`config.mk`:
```
export PLATFORM = sky130hd
export DESIGN_NAME = priority_voice_channel_allocator
export DESIGN_NICKNAME = d
export VERILOG_FILES = /design/src/design/pvca_pkg.sv /design/src/design/pvca_ctrl.sv /design/src/design/pvca_dp.sv /design/src/design/priority_voice_channel_allocator.sv
export SDC_FILE = /design/constraint.sdc
export NUM_CORES = 1
export LEC_CHECK = 0
export BUFFER_PORTS_ARGS = -buffer_cell sky130_fd_sc_hd__buf_2
export CAP_MARGIN = 25
export CORE_MARGIN = 5
export CORE_UTILIZATION = 35
export CTS_CLUSTER_SIZE = 14
export DETAILED_ROUTE_END_ITERATION = 8
export GPL_ROUTABILITY_DRIVEN = 0
export PLACE_DENSITY = 0.54
export SLEW_MARGIN = 0
export SYNTH_ARGS = -nofsm -noshare
export SYNTH_HDL_FRONTEND = slang
export SYNTH_SLANG_ARGS = --single-unit
```
`constraint.sdc`:
```
create_clock -name clk -period 3.7 [get_ports clk]
set_input_delay 0.74 -clock clk [delete_from_list [all_inputs] [get_ports clk]]
set_output_delay 0.74 -clock clk [all_outputs]
set_load 0.01 [all_outputs]
```
`src/design/pvca_pkg.sv`:
```
// Shared types and constants of the priority voice channel allocator.
package pvca_pkg;

  // Default table depth and configuration register layout
  localparam int MAX_CH_DEF = 16;
  localparam int CFG_W = 5;
  localparam logic [CFG_W-1:0] CFG_RESET = 5'd8;

  // Stream payload widths
  localparam int IN_DATA_W = 40;
  localparam int IN_USER_W = 2;
  localparam int OUT_DATA_W = 16;

  // Request kinds carried on in_tuser
  typedef enum logic [1:0] {
    FN_START   = 2'd0,
    FN_STOP    = 2'd1,
    FN_RELEASE = 2'd2,
    FN_NONE    = 2'd3
  } func_t;

  // Result codes
  typedef enum logic [2:0] {
    ST_FREE     = 3'd0,
    ST_REUSED   = 3'd1,
    ST_PREEMPT  = 3'd2,
    ST_REFUSED  = 3'd3,
    ST_STOPPED  = 3'd4,
    ST_NOMATCH  = 3'd5,
    ST_RELEASED = 3'd6
  } status_t;

  // One table entry (busy marks live in flops beside the table)
  typedef struct packed {
    logic [15:0] origin;
    logic [7:0]  sound;
    logic [7:0]  prio;
  } entry_t;

  // Controller states
  typedef enum logic [1:0] {
    S_IDLE,
    S_SCAN,
    S_DONE
  } state_t;

  // Controller to datapath commands
  typedef struct packed {
    logic load;
    logic scan;
    logic commit;
  } cmd_t;

  // Datapath to controller status
  typedef struct packed {
    logic scan_done;
    logic out_free;
  } sts_t;

endpackage

```
`src/design/pvca_ctrl.sv`:
```
// Sequencing state machine of the priority voice channel allocator.
module pvca_ctrl (
  input  logic             clk,
  input  logic             rst_n,
  input  logic             in_tvalid,
  output logic             in_tready,
  input  pvca_pkg::sts_t   sts,
  output pvca_pkg::cmd_t   cmd
);

  pvca_pkg::state_t state_r, state_nxt;

  // State register
  always_ff @(posedge clk) begin
    if (!rst_n) begin
      state_r <= pvca_pkg::S_IDLE;
    end else begin
      state_r <= state_nxt;
    end
  end

  // Next state
  always_comb begin
    state_nxt = state_r;
    unique case (state_r)
      pvca_pkg::S_IDLE: begin
        if (in_tvalid) state_nxt = pvca_pkg::S_SCAN;
      end
      pvca_pkg::S_SCAN: begin
        if (sts.scan_done) state_nxt = pvca_pkg::S_DONE;
      end
      pvca_pkg::S_DONE: begin
        if (sts.out_free) state_nxt = pvca_pkg::S_IDLE;
      end
      default: state_nxt = pvca_pkg::S_IDLE;
    endcase
  end

  // Outputs
  always_comb begin
    in_tready  = 1'b0;
    cmd        = '0;
    unique case (state_r)
      pvca_pkg::S_IDLE: begin
        in_tready = 1'b1;
        cmd.load  = in_tvalid;
      end
      pvca_pkg::S_SCAN: begin
        cmd.scan = 1'b1;
      end
      pvca_pkg::S_DONE: begin
        cmd.commit = sts.out_free;
      end
      default: begin
        in_tready = 1'b0;
      end
    endcase
  end

endmodule

```
`src/design/pvca_dp.sv`:
```
// Datapath: channel table, scan pipeline, result selection and output register.
module pvca_dp #(
  parameter int MAX_CHANNELS = pvca_pkg::MAX_CH_DEF
) (
  input  logic                             clk,
  input  logic                             rst_n,
  input  pvca_pkg::cmd_t                   cmd,
  output pvca_pkg::sts_t                   sts,
  input  logic [pvca_pkg::IN_DATA_W-1:0]   in_tdata,
  input  logic [pvca_pkg::IN_USER_W-1:0]   in_tuser,
  input  logic                             cfg_valid,
  output logic                             cfg_ready,
  input  logic [pvca_pkg::CFG_W-1:0]       cfg_data,
  output logic                             out_tvalid,
  input  logic                             out_tready,
  output logic [pvca_pkg::OUT_DATA_W-1:0]  out_tdata
);

  localparam int IW = (MAX_CHANNELS > 1) ? $clog2(MAX_CHANNELS) : 1;
  localparam int CW = $clog2(MAX_CHANNELS + 1);

  // Configuration
  logic [pvca_pkg::CFG_W-1:0] cfg_r;

  // Request latched at transfer
  pvca_pkg::func_t  func_r;
  pvca_pkg::entry_t req_r;
  logic [IW-1:0]    idx_r;
  logic [CW-1:0]    n_r;

  // Scan pipeline
  logic [CW-1:0]    rd_cnt_r;
  logic             chk_vld_r;
  logic [IW-1:0]    chk_idx_r;
  pvca_pkg::entry_t rdata_r;

  // Match and preemption candidates
  logic               hit_r;
  pvca_pkg::status_t  hit_status_r;
  logic [IW-1:0]      hit_chan_r;
  logic               hit_disp_r;
  logic [7:0]         hit_snd_r;
  logic               pre_found_r;
  logic [IW-1:0]      pre_idx_r;
  logic [7:0]         pre_snd_r;

  // Table
  logic [MAX_CHANNELS-1:0] busy_r;
  pvca_pkg::entry_t        mem [MAX_CHANNELS];

  // Output register
  logic                       out_tvalid_r;
  logic [pvca_pkg::OUT_DATA_W-1:0] out_data_r;

  // Decode of the incoming transfer
  pvca_pkg::func_t  in_func;
  pvca_pkg::entry_t in_entry;
  logic [7:0]       in_idx8;
  logic [7:0]       max8;
  logic [7:0]       cfg8;
  logic [CW-1:0]    n_cfg;
  logic             rel_ok;
  logic [CW-1:0]    n_load;

  assign in_func         = pvca_pkg::func_t'(in_tuser);
  assign in_entry.origin = in_tdata[15:0];
  assign in_entry.sound  = in_tdata[23:16];
  assign in_entry.prio   = in_tdata[31:24];
  assign in_idx8         = {4'b0000, in_tdata[35:32]};
  assign max8            = 8'(MAX_CHANNELS);
  assign cfg8            = 8'(cfg_r);
  assign n_cfg           = CW'((cfg8 > max8) ? max8 : cfg8);
  assign rel_ok          = (in_idx8 < max8);

  // Entries to check for this request
  always_comb begin
    unique case (in_func)
      pvca_pkg::FN_START:   n_load = n_cfg;
      pvca_pkg::FN_STOP:    n_load = n_cfg;
      pvca_pkg::FN_RELEASE: n_load = rel_ok ? CW'(1) : '0;
      pvca_pkg::FN_NONE:    n_load = '0;
      default:              n_load = '0;
    endcase
  end

  // Check stage: evaluate the entry read in the previous cycle
  logic              chk_on;
  logic              busy_c;
  logic              hit_now;
  pvca_pkg::status_t hit_status_now;
  logic              hit_disp_now;
  logic              pre_now;

  assign chk_on = cmd.scan && chk_vld_r && !hit_r;
  assign busy_c = busy_r[chk_idx_r];

  always_comb begin
    hit_now        = 1'b0;
    hit_status_now = pvca_pkg::ST_NOMATCH;
    hit_disp_now   = 1'b0;
    pre_now        = 1'b0;
    if (chk_on) begin
      unique case (func_r)
        pvca_pkg::FN_START: begin
          priority if (!busy_c) begin
            hit_now        = 1'b1;
            hit_status_now = pvca_pkg::ST_FREE;
          end else if (req_r.origin != '0 && rdata_r.origin == req_r.origin) begin
            hit_now        = 1'b1;
            hit_status_now = pvca_pkg::ST_REUSED;
            hit_disp_now   = 1'b1;
          end else begin
            pre_now = !pre_found_r && (rdata_r.prio >= req_r.prio);
          end
        end
        pvca_pkg::FN_STOP: begin
          if (busy_c && rdata_r.origin == req_r.origin) begin
            hit_now        = 1'b1;
            hit_status_now = pvca_pkg::ST_STOPPED;
            hit_disp_now   = 1'b1;
          end
        end
        pvca_pkg::FN_RELEASE: begin
          hit_now        = 1'b1;
          hit_status_now = pvca_pkg::ST_RELEASED;
          hit_disp_now   = busy_c;
        end
        pvca_pkg::FN_NONE: begin
          hit_now = 1'b0;
        end
        default: begin
          hit_now = 1'b0;
        end
      endcase
    end
  end

  // Read stage: next table address
  logic          issue;
  logic [IW-1:0] rd_addr;

  assign issue   = cmd.scan && !hit_r && !hit_now && (rd_cnt_r < n_r);
  assign rd_addr = (func_r == pvca_pkg::FN_RELEASE) ? idx_r : rd_cnt_r[IW-1:0];

  assign sts.scan_done = hit_r || (rd_cnt_r >= n_r && !chk_vld_r);
  assign sts.out_free  = !out_tvalid_r || out_tready;

  // Final result of the request
  pvca_pkg::status_t fin_status;
  logic [IW-1:0]     fin_chan;
  logic              fin_disp;
  logic [7:0]        fin_snd;
  logic [7:0]        fin_chan8;

  always_comb begin
    priority if (hit_r) begin
      fin_status = hit_status_r;
      fin_chan   = hit_chan_r;
      fin_disp   = hit_disp_r;
      fin_snd    = hit_snd_r;
    end else if (func_r == pvca_pkg::FN_START && pre_found_r) begin
      fin_status = pvca_pkg::ST_PREEMPT;
      fin_chan   = pre_idx_r;
      fin_disp   = 1'b1;
      fin_snd    = pre_snd_r;
    end else if (func_r == pvca_pkg::FN_START) begin
      fin_status = pvca_pkg::ST_REFUSED;
      fin_chan   = '0;
      fin_disp   = 1'b0;
      fin_snd    = '0;
    end else begin
      fin_status = pvca_pkg::ST_NOMATCH;
      fin_chan   = '0;
      fin_disp   = 1'b0;
      fin_snd    = '0;
    end
  end

  assign fin_chan8 = 8'(fin_chan);

  // Table writeback
  logic assign_ok;
  logic free_ok;

  assign assign_ok = cmd.commit && (fin_status == pvca_pkg::ST_FREE ||
                                    fin_status == pvca_pkg::ST_REUSED ||
                                    fin_status == pvca_pkg::ST_PREEMPT);
  assign free_ok   = cmd.commit && fin_disp && (fin_status == pvca_pkg::ST_STOPPED ||
                                                fin_status == pvca_pkg::ST_RELEASED);

  // Control registers
  always_ff @(posedge clk) begin
    if (!rst_n) begin
      cfg_r        <= pvca_pkg::CFG_RESET;
      rd_cnt_r     <= '0;
      chk_vld_r    <= 1'b0;
      hit_r        <= 1'b0;
      pre_found_r  <= 1'b0;
      busy_r       <= '0;
      out_tvalid_r <= 1'b0;
    end else begin
      if (cfg_valid) cfg_r <= cfg_data;
      if (cmd.load) begin
        rd_cnt_r    <= '0;
        chk_vld_r   <= 1'b0;
        hit_r       <= 1'b0;
        pre_found_r <= 1'b0;
      end else if (cmd.scan) begin
        if (issue) rd_cnt_r <= rd_cnt_r + CW'(1);
        chk_vld_r <= issue;
        if (hit_now) hit_r <= 1'b1;
        if (pre_now) pre_found_r <= 1'b1;
      end
      if (assign_ok) busy_r[fin_chan] <= 1'b1;
      else if (free_ok) busy_r[fin_chan] <= 1'b0;
      if (cmd.commit) out_tvalid_r <= 1'b1;
      else if (out_tready) out_tvalid_r <= 1'b0;
    end
  end

  // Payload registers
  always_ff @(posedge clk) begin
    if (cmd.load) begin
      func_r <= in_func;
      req_r  <= in_entry;
      idx_r  <= IW'(in_idx8);
      n_r    <= n_load;
    end
    if (cmd.scan) chk_idx_r <= rd_addr;
    if (hit_now) begin
      hit_status_r <= hit_status_now;
      hit_chan_r   <= chk_idx_r;
      hit_disp_r   <= hit_disp_now;
      hit_snd_r    <= rdata_r.sound;
    end
    if (pre_now) begin
      pre_idx_r <= chk_idx_r;
      pre_snd_r <= rdata_r.sound;
    end
    if (cmd.commit) begin
      out_data_r <= {fin_disp, (fin_disp ? fin_snd : 8'h00), fin_chan8[3:0], fin_status};
    end
  end

  // Channel table memory: one write port, one registered read port
  always_ff @(posedge clk) begin
    if (assign_ok) mem[fin_chan] <= req_r;
    if (issue) rdata_r <= mem[rd_addr];
  end

  assign cfg_ready  = 1'b1;
  assign out_tvalid = out_tvalid_r;
  assign out_tdata  = out_data_r;

  // A displaced sound always comes from a channel that is still marked busy
  a_disp_busy: assert property (@(posedge clk) disable iff (!rst_n)
    cmd.commit && fin_disp |-> busy_r[fin_chan])
    else $error("displaced sound from an idle channel");

  // A free-channel hit points at a channel that is idle when the hit is registered
  a_free_idle: assert property (@(posedge clk) disable iff (!rst_n)
    $rose(hit_r) && func_r == pvca_pkg::FN_START && hit_status_r == pvca_pkg::ST_FREE
    |-> !busy_r[hit_chan_r])
    else $error("free hit on a busy channel");

  // Every commit leaves a result waiting on the output
  a_commit_out: assert property (@(posedge clk) disable iff (!rst_n)
    cmd.commit |=> out_tvalid_r)
    else $error("committed result not presented");

  // During a scan the read counter never passes the channel count
  a_scan_bound: assert property (@(posedge clk) disable iff (!rst_n)
    cmd.scan |-> rd_cnt_r <= n_r)
    else $error("scan ran past channel count");

endmodule

```
`src/design/priority_voice_channel_allocator.sv`:
```
// Top level of the priority voice channel allocator.
//
// Requests enter on the in_ stream: in_tuser carries the request kind (start,
// stop by origin, release by index), in_tdata the origin, sound, priority and
// channel index. Every request yields exactly one result on the out_ stream:
// status, channel, displaced sound and its valid flag.
// The cfg_ channel writes channels_in_use, the number of table entries a start
// or stop scans; it is always ready and should be written only while idle.
// One request is handled at a time; a start or stop reads one table entry per
// cycle through the table's single read port. A start or stop scans the channels
// in use from channel 0, and a match ends the scan early. A release reads only
// the indexed entry, if it lies within the table; an unused kind, or a start or
// stop with no channels in use, reads no entry.
// The result sits in an output register; a new request is taken while it waits.
// If the receiver stalls, the following request completes its scan and then
// holds until the previous result has been transferred.
// Reset (rst_n low at a clock edge) marks every channel idle and sets
// channels_in_use to 8. Table contents need no clearing.
module priority_voice_channel_allocator #(
  parameter int MAX_CHANNELS = pvca_pkg::MAX_CH_DEF
) (
  input  logic                            clk,
  input  logic                            rst_n,
  // in_tdata: origin_id[15:0], sound_id[23:16], sound_priority[31:24],
  //           channel_index[35:32], zero[39:36]
  input  logic                            in_tvalid,
  output logic                            in_tready,
  input  logic [pvca_pkg::IN_DATA_W-1:0]  in_tdata,
  // in_tuser: func[1:0]
  input  logic [pvca_pkg::IN_USER_W-1:0]  in_tuser,
  // out_tdata: status[2:0], channel[6:3], displaced_sound[14:7],
  //            displaced_valid[15]
  output logic                            out_tvalid,
  input  logic                            out_tready,
  output logic [pvca_pkg::OUT_DATA_W-1:0] out_tdata,
  // cfg_data: channels_in_use[4:0]
  input  logic                            cfg_valid,
  output logic                            cfg_ready,
  input  logic [pvca_pkg::CFG_W-1:0]      cfg_data
);

  pvca_pkg::cmd_t cmd;
  pvca_pkg::sts_t sts;

  pvca_ctrl u_ctrl (
    .clk       (clk),
    .rst_n     (rst_n),
    .in_tvalid (in_tvalid),
    .in_tready (in_tready),
    .sts       (sts),
    .cmd       (cmd)
  );

  pvca_dp #(
    .MAX_CHANNELS (MAX_CHANNELS)
  ) u_dp (
    .clk        (clk),
    .rst_n      (rst_n),
    .cmd        (cmd),
    .sts        (sts),
    .in_tdata   (in_tdata),
    .in_tuser   (in_tuser),
    .cfg_valid  (cfg_valid),
    .cfg_ready  (cfg_ready),
    .cfg_data   (cfg_data),
    .out_tvalid (out_tvalid),
    .out_tready (out_tready),
    .out_tdata  (out_tdata)
  );

endmodule
```
After elaboration in Yosys (flattened, before gate mapping):

Memories as Yosys holds them, arrays and structs flattened. A register that Yosys moved wholly into a read port is not among the register bits.
Cells that the tools add are included.

* register bits after elaboration: 123
* bits in writable memories: 512
* logic and storage cells: 136
* memories: 1

Memory list
* u_dp.mem: depth 16, bits a word 32, read ports 1, clocked after memory_dff 1, write ports 1, RTL line pvca_dp.sv:49 `pvca_pkg::entry_t mem [MAX_CHANNELS];`

* add/subtract/negate cells: 1
* magnitude comparators: 8
* equality and inequality tests: 16
* muxes and demuxes: 46
* bitwise gates (word level): 4
* reductions and logical operators: 37

Operators by type and width (count)
* 16-bit two-way mux: 2
* 1-bit two-way mux: 23
* 16-bit AND: 1
* 16-bit equality test: 1
* 8-bit two-way mux: 2
* 16-bit NOT: 1
* 16-bit bitwise OR: 1
* 16-bit nonzero test: 1
* 4-bit by 5-bit less-than comparator with 1-bit output, second input constant: 3
* 3-bit two-way mux: 5
* 5-bit one-hot mux with 3 select lines: 1
* 1-bit logical AND: 14
* 4-bit two-way mux: 3
* 2-bit equality test, second input constant: 5
* 3-bit one-hot mux with 3 select lines: 1
* 8-bit greater-or-equal comparator: 1
* 2-bit by 1-bit equality test with 1-bit output, second input constant: 3
* 3-bit equality test, second input constant: 2
* 2-bit zero test: 3
* 2-bit two-way mux: 3
* 2-bit one-hot mux with 3 select lines: 1
* 2-bit AND reduction: 3
* 5-bit by 1-bit adder with 5-bit output, second input constant: 1
* 5-bit greater-or-equal comparator: 1
* 19 further kinds: 30

Logic depth before layout (Yosys ltp):

Gate-level depths: netlist (run 1).

* word-level depth: 12
* mapped depth: 13
* depth with buffers taken out: 10

Modules after synthesis:

A second synthesis (run 1) with hierarchy kept.

* cell total of the unflattened synthesis: 1948
* area total of the unflattened synthesis: 26248.9 um2

By module, submodules not included
* pvca_dp: instances 1, cells an instance 1936, area an instance 26130.1 um2, sequential area each 19668.9 um2
* pvca_ctrl: instances 1, cells an instance 12, area an instance 118.9 um2, sequential area each 40.0 um2

Worst setup path after synthesis (run 1):

OpenSTA, ideal clock, no wires.

* kind: reg-to-reg
* start: register u_dp.func_r[0]
* end: memory u_dp.mem[5][0] in the netlist's numbering (enable)
* library setup time: 0.423 ns
* data arrival time: 3.123 ns
* required time: 3.277 ns
* setup slack: 0.154 ns
* stages on the path, launching flop included: 10
* path buffers: 1
* clock period less this slack: 3.546 ns
* cells stage by stage: edfxtp_1 -> inv_1 -> ha_1 -> nand2_1 -> nor2_1 -> clkbuf_1 -> a22oi_1 -> inv_1 -> nand2_1 -> nor2_1

* elaborated cells on any way between the ends: 15

RTL lines
* start, declared: RTL line pvca_dp.sv:26 `pvca_pkg::func_t func_r;`
* start signal, assigned: RTL line pvca_dp.sv:224 `func_r <= in_func;`
* 2-bit zero test: RTL line pvca_dp.sv:161 `end else if (func_r == pvca_pkg::FN_START && pre_found_r) begin`
* 1-bit logical AND: RTL line pvca_dp.sv:161
* 4-bit two-way mux: RTL line pvca_dp.sv:161
* 4-bit two-way mux: RTL line pvca_dp.sv:156 `priority if (hit_r) begin`
* via u_dp.fin_chan[2]: RTL line pvca_dp.sv:150 `logic [IW-1:0] fin_chan;`
* end, declared: RTL line pvca_dp.sv:49

The timed path passes the listed nets, and every way through them passes these cells.

Worst setup path in the final report (run 1):

* start: register u_dp.func_r[0]
* end: memory u_dp.mem[7][5] in the netlist's numbering (enable)

* cells in the longest elaborated chain, start to end: 10
* elaborated cells on any way between the ends: 15

Ends and longest elaborated chain
* 2-bit zero test *: RTL line pvca_dp.sv:161
* 1-bit logical AND *: RTL line pvca_dp.sv:161
* 3-bit two-way mux *: RTL line pvca_dp.sv:161
* 3-bit two-way mux *: RTL line pvca_dp.sv:156
* via u_dp.fin_status[0]: RTL line pvca_dp.sv:149 `pvca_pkg::status_t fin_status;`
* 3-bit by 1-bit equality test with 1-bit output / 3-bit zero test (equally long branches): RTL line pvca_dp.sv:186, pvca_dp.sv:185
* 1-bit logical OR: RTL line pvca_dp.sv:185 `assign assign_ok = cmd.commit && (fin_status == pvca_pkg::ST_FREE ||`
* 1-bit logical OR *: RTL line pvca_dp.sv:186 `fin_status == pvca_pkg::ST_REUSED ||`
* 1-bit logical AND *: RTL line pvca_dp.sv:185
* 1-bit two-way mux *: RTL line pvca_dp.sv:247 `if (assign_ok) mem[fin_chan] <= req_r;`
* 1-bit two-way mux (implied by the code) *: RTL line pvca_dp.sv:247

The timed path passes the listed nets; every way through them passes the cells marked *.

==> impl_results.md, run 1 <==
* Initial antenna violation count at 0
* Crit path capture type: flip-flop
* Critical path arrival at roughly 3.4 ns
* Final setup violation count at 0
* Startpoint types: flip-flop
* Final min period at ~3.2 ns
* Row cnt at 100
* Main combinational cell family by area after synthesis: simple AND/OR/NAND/NOR gates
* Register area share after synthesis at 75.33%
* First-pass GRT wire length at between 90000 and 100000 um
* Sink Count at 667
* Post-route cell area at around 30000 um^2
* CTS clk-pin slew, worst paths at around 0.060 ns
* R2R depth at 9
* Final hold violations at 0
* Final count of pins violating max slew at 0
* IO buf count at 65
* # IOs at 71
* Avg Cell Area, Syn at between 10 and 15 um^2
* Distinct cells, synth at between 40 and 50
* Post-layout util at ~41%
* Skew-Pair Late Insertion Delay at ~0.61 ns
* Synth Area in Simple Gates at between 10% and 20%
* Reported max-cap violation count at 0
* Finished Layout Cells at 3086
* HP Start: in_tdata[12]
* Core area at between 70000 and 80000 um^2
* Placed Cells at slightly below 3000
* Top cell by count, worst path: nor2_1
* Synth Area in Adders at less than 1%
* Number of vias per cell at ~5
* Slew HR at between 30% and 40%
* Post-DR wirelength/cell at about 21 um
* Critical path fanouts, max at 19
* Critical path type: flip-flop to flip-flop
* Slew of the pin with the lowest slew margin at 0.9152 ns
* Hold path depth at 1
* DRC at 0
* Routed via count at approximately 16000
* Die area at between 80000 and 90000 um^2
* Hold Crit Class: input pin to flip-flop
* Synth Area in Compound Gates at between 5 and 6%
* Fmax at ~320 MHz
* Top_reg_cell synth: edfxtp_1
* WP buf/inv at 2
* CTS buffer count at 74
* Period utilization at 85.66%
* Synth warn at 0
* Die span in x at ~280 um
* Share of layout cells above drive strength 1 at between 10% and 20%
* Post-DRT Antenna Nets at 0
* Initial Utilization at approximately a third
* Cts repair resizes at 0
* Synth area leader: edfxtp_1
* Cts hold-fix bufs at 0
* Cell Area, Synth at 26160 um^2
* Post-synth EDFFs at roughly 640
* Post-detailed-routing wire length at approximately 66000 um
* Hold EP: u_dp.req_r[28]
* Worst r2r dst: u_dp.mem[7][5]
* Maximum clock path buffer count at 3
* Antenna fix cells at 0
* Gr usage total at between 10% and 20%
* Dpl cell area at approximately 28000 um^2
* Crit-path slowest cell: edfxtp_1
* Leak at 10.62 nW
* Unrepaired setup endpoints after global routing: false
* Die Ht at 283.4 um
* Hold_ws at 0.3090 ns
* Crit path required time at around 3.9 ns
* Grt ovf at 0
* Synth area leaders: edfxtp_1, nand2_1, nand3_1, dfxtp_1, a311oi_1
* Area grow syn2layout at 16.57%
* CTS tree: done
* Status: completed
* Multiplexer share of the synthesized area at less than 1%
* Top-area cell type share of the netlist area at between 70 and 80%
* Number of global-route vias before repair at 15730
* Detail Placement HPWL at about 35000 um
* Mapped Nets at about 2000
* Max H-tree Level at 3
* Layout net count at between 2000 and 2500
* CTS root buf: clkbuf_16
* Crit path cell chain: inv_1 -> ha_1 -> nand2_1 -> nor2_1 -> nor2_1 -> a211oi_1 -> nand3_1 -> nor2_4 -> buf_4
* First-pass iteration count of the detailed router at 6
* XOR/XNOR Fraction of Synth Area at less than 1%
* Largest net degree at the start of global routing at 76
* Critical R2R Launch: u_dp.func_r[0]
* Mapped Cells at 1957
* Power Density at about 550 nW/um^2
* # Post-CTS Setup Buffers at 0
* Post-synthesis register bit count at roughly 670
* Setup TNS at 0 ns
* Initial drt markers at approximately 1200
* Peak VDD IR at between 0.3 and 0.4 mV
* CP max stage delay at about 0.42 ns
* Cell family with most CP delay: simple AND/OR/NAND/NOR gates
* Layout Skew at between 0.02 and 0.03 ns
* Worst R2R Setup Slack at approximately 0.53 ns
* Post-synth ARST share at 0%
## registers in the layout (all words and copies together) (netlist names), named ones only
name / flops
u_dp.req_r: 32
u_dp.hit_disp_r: 1
u_ctrl.state_r: 2
u_dp.idx_r: 4
u_dp.func_r: 2
u_dp.hit_status_r: 3
u_dp.rdata_r: 32
u_dp.mem: 512
u_dp.out_tvalid: 1
u_dp.hit_snd_r: 8
u_dp.pre_snd_r: 8
u_dp.hit_r: 1
u_dp.cfg_r: 5
u_dp.pre_idx_r: 4
u_dp.chk_idx_r: 4
u_dp.pre_found_r: 1
u_dp.chk_vld_r: 1
u_dp.rd_cnt_r: 5
u_dp.hit_chan_r: 4
u_dp.out_tdata: 16
u_dp.n_r: 5
## cells in the mapped netlist (all sizes together), types with 2 or more instances
library cell	n
a21o	2
a21oi	15
a22o	8
a22oi	4
a311oi	65
a31oi	34
and2	5
and3	35
and4	2
buf	9
clkbuf	104
dfxtp	32
edfxtp	635
ha	19
inv	40
mux2	5
mux2i	10
mux4	2
nand2	536
nand2b	7
nand3	262
nand4	2
nor2	30
nor2b	3
nor3	5
nor4	11
o21a	20
o21ai	18
o22ai	3
o31ai	2
or3	5
xor2	16
## report_power, final
group	leakage (nW)	switching (W)	internal, W	total, W
Clock	1.09	0.00287	0.00388	0.00675
Combinational	3.52	0.000943	0.000468	0.00141
Sequential	6.01	0.000154	0.00851	0.00867
Total	10.6	0.00396	0.0129	0.0168
## worst reg2reg max path: cells and delay by family (launching register included)
| family | cells | cell delay, ns |
|---|---|---|
| simple gates | 5 | 1.22 |
| buf+inv | 2 | 0.51 |
| flops | 1 | 0.42 |
| compound gates | 1 | 0.37 |
| fa+ha+maj | 1 | 0.26 |
## how the worst max path moves through the flow
stage / from / to / slack [ns] / cells after the start
2_1_floorplan: u_dp.func_r[0] / u_dp.mem[5][0] / 0.15 / 9
3_3_place_gp: u_dp.func_r[0] / u_dp.mem[11][1] / 0.61 / 9
3_5_place_dp: u_dp.func_r[0] / u_dp.mem[7][1] / 0.52 / 9
4_1_cts: u_dp.func_r[0] / u_dp.mem[7][5] / 0.48 / 9
5_1_grt: u_dp.func_r[0] / u_dp.mem[7][5] / 0.21 / 9
6_report: u_dp.func_r[0] / u_dp.mem[7][5] / 0.53 / 9
## stage by stage
stage / setup WS [ns] / total power, W
3_5_place_dp: 0.5178 / 0.01025
2_1_floorplan: 0.1543 / 0.009665
6_report: 0.5305 / 0.01682
4_1_cts: 0.4812 / 0.01700
3_3_place_gp: 0.6122 / 0.01022
5_1_grt: 0.2079 / 0.01745
## layout by cell type (no fill, tap or decap), drive strengths merged, types with 4 or more instances in the layout
cell / netlist / routed
clkbuf: 104 / 89
xor2: 16 / 16
or3: 5 / 5
a31oi: 34 / 34
a21oi: 15 / 15
nor4: 11 / 11
nand3: 262 / 262
mux2: 5 / 5
inv: 40 / 42
clkinv: 1 / 37
and2: 5 / 5
a22oi: 4 / 4
nand2: 536 / 536
buf: 9 / 144
o21a: 20 / 20
a22o: 8 / 8
o21ai: 18 / 18
and3: 35 / 35
nand2b: 7 / 7
a311oi: 65 / 65
mux2i: 10 / 10
nor2: 30 / 30
nor3: 5 / 5
dfxtp: 32 / 32
ha: 19 / 19
edfxtp: 635 / 635
## layer usage
layer	GRT usage (%)	wire length [um]	vias up
met5	0	0	-
met3	2.353	3739	114
met1	21.29	28200	7911
met2	26.96	32100	444
met4	4.931	1741	0
li1	-	-	7421
## cell type report
class	count	area, um^2
inverters	41	161.4
fillers	6787	43820
flip-flops and latches	667	19710
clock buffers	89	1951
clock inverters	40	247.7
multi-input cells	1136	5973
well taps	969	1212
repair buffers	144	1244
## cell families (layout without fill, tap and decap cells)
group	Yosys count	after routing
AOI/OAI and AO/OA	177	177
xor gates and xnor gates	17	17
adders and majority gates	19	19
buffers and inverters	154	314
DFF	667	667
muxes	17	17
other	1	1
and+or+nand+nor	905	905
Note: power is estimated with default switching activity, not from simulation.
==> run 2: changes to the inputs <==
--- a/config.mk
+++ b/config.mk
@@ -7,12 +7,15 @@
 export LEC_CHECK = 0
 export BUFFER_PORTS_ARGS = -buffer_cell sky130_fd_sc_hd__buf_2
 export CAP_MARGIN = 25
+export CORE_ASPECT_RATIO = 1.1
 export CORE_MARGIN = 5
 export CORE_UTILIZATION = 35
+export CTS_BUF_LIST = sky130_fd_sc_hd__clkbuf_2
 export CTS_CLUSTER_SIZE = 14
 export DETAILED_ROUTE_END_ITERATION = 8
 export GPL_ROUTABILITY_DRIVEN = 0
 export PLACE_DENSITY = 0.54
+export REMOVE_ABC_BUFFERS = 1
 export SLEW_MARGIN = 0
 export SYNTH_ARGS = -nofsm -noshare
 export SYNTH_HDL_FRONTEND = slang
==> run 2 against run 1 <==
Compared with the run above:
- non-clock buffer count increased by 73
- global-route usage increased by 0.98 points
- maximum frequency decreased by 4.0%
- critical path depth increased by 2
- cell count increased by 7.2%
- first-iteration DRC count increased by 14%
- cell area increased by 0.11%
- combinational power increased by 6%
- via count increased by 5.5%
- total power decreased by 10%
- count of clock-buffer cells in the layout increased by 140
- critical path type unchanged
- highest routed layer unchanged
==> impl_results.md, run 2 (synthesis gave the netlist of run 1 again) <==
* CP startpoint: u_dp.func_r[0] (unchanged)
* Maximum clock path buffer count at 3 (unchanged)
* Sw Ratio at 26.84% (was 23.56%)
* Share of layout cells above drive strength 1 at 18.36% (was 13.13%)
* Sink Count at 667 (unchanged)
* Max H-tree Level at 4 (was 3)
* Leak at 10.95 nW (was 10.62 nW)
* Number of global-route vias before repair at 17050 (was 15730)
* DRC at 0 (unchanged)
* IO buf count at 65 (unchanged)
* Hold path depth at 2 (was 1)
* Setup TNS at 0 ns (unchanged)
* First-pass iteration count of the detailed router at 6 (unchanged)
* Routed via count at 16770 (was 15890)
* CTS clk-pin slew, worst paths at 0.11 ns (was 0.06 ns)
* Slew of the pin with the lowest slew margin at 0.8386 ns (was 0.9152 ns)
* Final count of pins violating max slew at 0 (unchanged)
* # Post-CTS Setup Buffers at 0 (unchanged)
* Cts repair resizes at 0 (unchanged)
* Status: completed (unchanged)
* Die span in x at 270.7 um (was 283.4 um)
* Filler cells at 6996 (was 6787)
* Crit path capture type: flip-flop (unchanged)
* Grt ovf at 0 (unchanged)
* Hold Crit Class: input pin to flip-flop (unchanged)
* Commonest non-fill, non-tap cell in the layout: edfxtp_1 (unchanged)
* Detail Placement HPWL at 36670 um (was 34660 um)
* Crit path required time at 4.66 ns (was 3.94 ns)
* Crit-path slowest cell: nor3_1 (was edfxtp_1)
* Final min period at 3.303 ns (was 3.170 ns)
* CTS root buf: clkbuf_2 (was clkbuf_16)
* Final setup violation count at 0 (unchanged)
* CTS tree: done (unchanged)
* Critical path arrival at 4.26 ns (was 3.41 ns)
* Initial antenna violation count at 3 (was 0)
* Critical path fanouts, max at 16 (was 19)
* Hold_ws at 0.1872 ns (was 0.3090 ns)
* CP max stage delay at 0.41 ns (was 0.42 ns)
* Slew HR at 44.09% (was 37.69%)
* Reported max-cap violation count at 0 (unchanged)
* Fmax at 302.8 MHz (was 315.5 MHz)
* Clk network pwr share at 32.8% (was 40.1%)
* Unrepaired setup endpoints after global routing: false (unchanged)
* Combinational Power Share at 9.9% (was 8.4%)
* Die area at 80320 um^2 (about the same)
* Initial drt markers at 1418 (was 1240)
* Hold EP: u_dp.req_r[23] (was u_dp.req_r[28])
* Worst r2r dst: u_dp.mem[12][2] (was u_dp.mem[7][5])
* Largest net degree at the start of global routing at 97 (was 76)
* R2R depth at 11 (was 9)
* Critical R2R Launch: u_dp.func_r[0] (unchanged)
* Layout net count at 2302 (was 2135)
* Sequential cell area at 19710 um^2 (unchanged)
* Largest register FFs at 512 (unchanged)
* Cts hold-fix bufs at 74 (was 0)
* Peak VDD IR at 0.2296 mV (was 0.3141 mV)
* Int Pwr at 0.01106 W (was 0.01286 W)
* Skew-Pair Late Insertion Delay at 1.33 ns (was 0.61 ns)
* HP Start: in_tdata[7] (was in_tdata[12])
* Post-detailed-routing wire length at 68300 um (was 65780 um)
* Area grow syn2layout at 16.70% (was 16.57%)
* Multi-input gate area at 5973 um^2 (unchanged)
* Critical path type: flip-flop to flip-flop (unchanged)
* Switching power total at 0.004057 W (was 0.003964 W)
* Initial Utilization at 35.18% (was 35.20%)
* CTS buffer count at 168 (was 74)
* Final hold violations at 0 (unchanged)
* Biggest regs: u_dp.mem (512), u_dp.rdata_r (32), u_dp.req_r (32) (unchanged)
* Gr usage total at 16.88% (was 15.90%)
* Sequential power share at 57.2% (was 51.5%)
* Crit path cell chain: inv_1 -> ha_1 -> nand2_1 -> nor2_1 -> buf_4 -> a22oi_1 -> inv_1 -> nor3_1 -> nand2_1 -> inv_2 -> buf_12 (was inv_1 -> ha_1 -> nand2_1 -> nor2_1 -> nor2_1 -> a211oi_1 -> nand3_1 -> nor2_4 -> buf_4)
* Post-DRT Antenna Nets at 0 (unchanged)
* Row cnt at 105 (was 100)
* First-pass GRT wire length at 103400 um (was 98130 um)
* # IOs at 71 (unchanged)
* Post-DR wirelength/cell at 20.65 um (was 21.31 um)
* Die Ht at 296.8 um (was 283.4 um)
* Core area at 74360 um^2 (was 74320 um^2)
* Period utilization at 89.27% (was 85.66%)
* Most frequent cells in the layout: edfxtp_1, nand2_1, nand3_1 (unchanged)
* Power Density at 495.0 nW/um^2 (was 551.6 nW/um^2)
* Worst R2R Setup Slack at 0.40 ns (was 0.53 ns)
* Number of vias per cell at 5.070 (was 5.149)
* Layout Skew at 0.1029 ns (was 0.02692 ns)
* Top reg by flops: u_dp.mem (unchanged)
* Startpoint types: flip-flop (unchanged)
==> run 2: changes by cell type in the layout (fill, tap and decap cells not counted) <==
cell,before,now
clkinv_1,21,33
clkinvlp_4,0,4
buf_12,26,25
bufinv_16,2,5
clkinv_4,1,2
clkbuf_16,76,0
clkinv_8,1,0
clkinv_2,14,4
inv_2,9,12
clkbuf_1,13,0
diode_2,0,2
clkbuf_2,0,229
dlygate4sd3_1,0,74
==> run 2: layout make-up <==
class / count / area share, %
Antenna cell: 2 / 0.01639
Clock buffer: 229 / 3.754
Clock inverter: 52 / 1.201
Inverter: 41 / 0.5287
Multi-Input combinational cell: 1136 / 19.56
Sequential cell: 667 / 64.55
Tap cell: 963 / 3.947
Timing Repair Buffer: 217 / 6.434
==> run 2: power groups by stage <==
stage               combinational [W]  clock [W]  sequential (W)
detailed placement            0.00145          0         0.00882
finish                        0.00150    0.00496         0.00865
global route                  0.00166    0.00557         0.00868
global placement              0.00143          0         0.00882
CTS                           0.00152    0.00517         0.00865
floorplan                    0.000949          0         0.00879
==> run 2: routing by layer <==
metal / GRT usage, % / wire length [um]
met1: 22.06 / 29070
met2: 27.85 / 33440
met5: 0 / 0
met3: 3.980 / 4320
met4: 5.745 / 1467
==> run 2: how the worst max path moves through the flow <==
stage / to / slack [ns] / cells past startpoint
global route: u_dp.mem[12][2] / 0.16 / 11
global placement: u_dp.mem[12][1] / 0.53 / 11
floorplan: u_dp.rdata_r[0] / -8.79 / 9
finish: u_dp.mem[12][2] / 0.40 / 11
CTS: u_dp.mem[12][2] / 0.37 / 11
detailed placement: u_dp.mem[12][1] / 0.47 / 11
==> run 2: worst max-delay path: cells and delay by family, from the launching register on <==
kind,cells,cell delay (ns)
flip-flops,1,0.39
AND/OR/NAND/NOR,4,0.80
adder cells (fa/ha/maj),1,0.28
buffers and inverters,5,1.10
AO/OA/AOI/OAI,1,0.35
==> run 2: stage by stage <==
| stage | instance area [um^2] | setup WS, ns | utilization (%) | total power, W | cells |
|---|---|---|---|---|---|
| finish | 30530 | 0.3971 | 41.06 | 0.01511 | 3307 |
| CTS | 30530 | 0.3705 | 41.05 | 0.01535 | 3305 |
| detailed placement | 28270 | 0.4726 | 38.02 | 0.01028 | 2950 |
| floorplan | 25730 | -8.790 | - | 0.009741 | 1844 |
| global placement | 28270 | 0.5333 | 38.02 | 0.01025 | 2950 |
| global route | 30530 | 0.1642 | 41.06 | 0.01591 | 3307 |
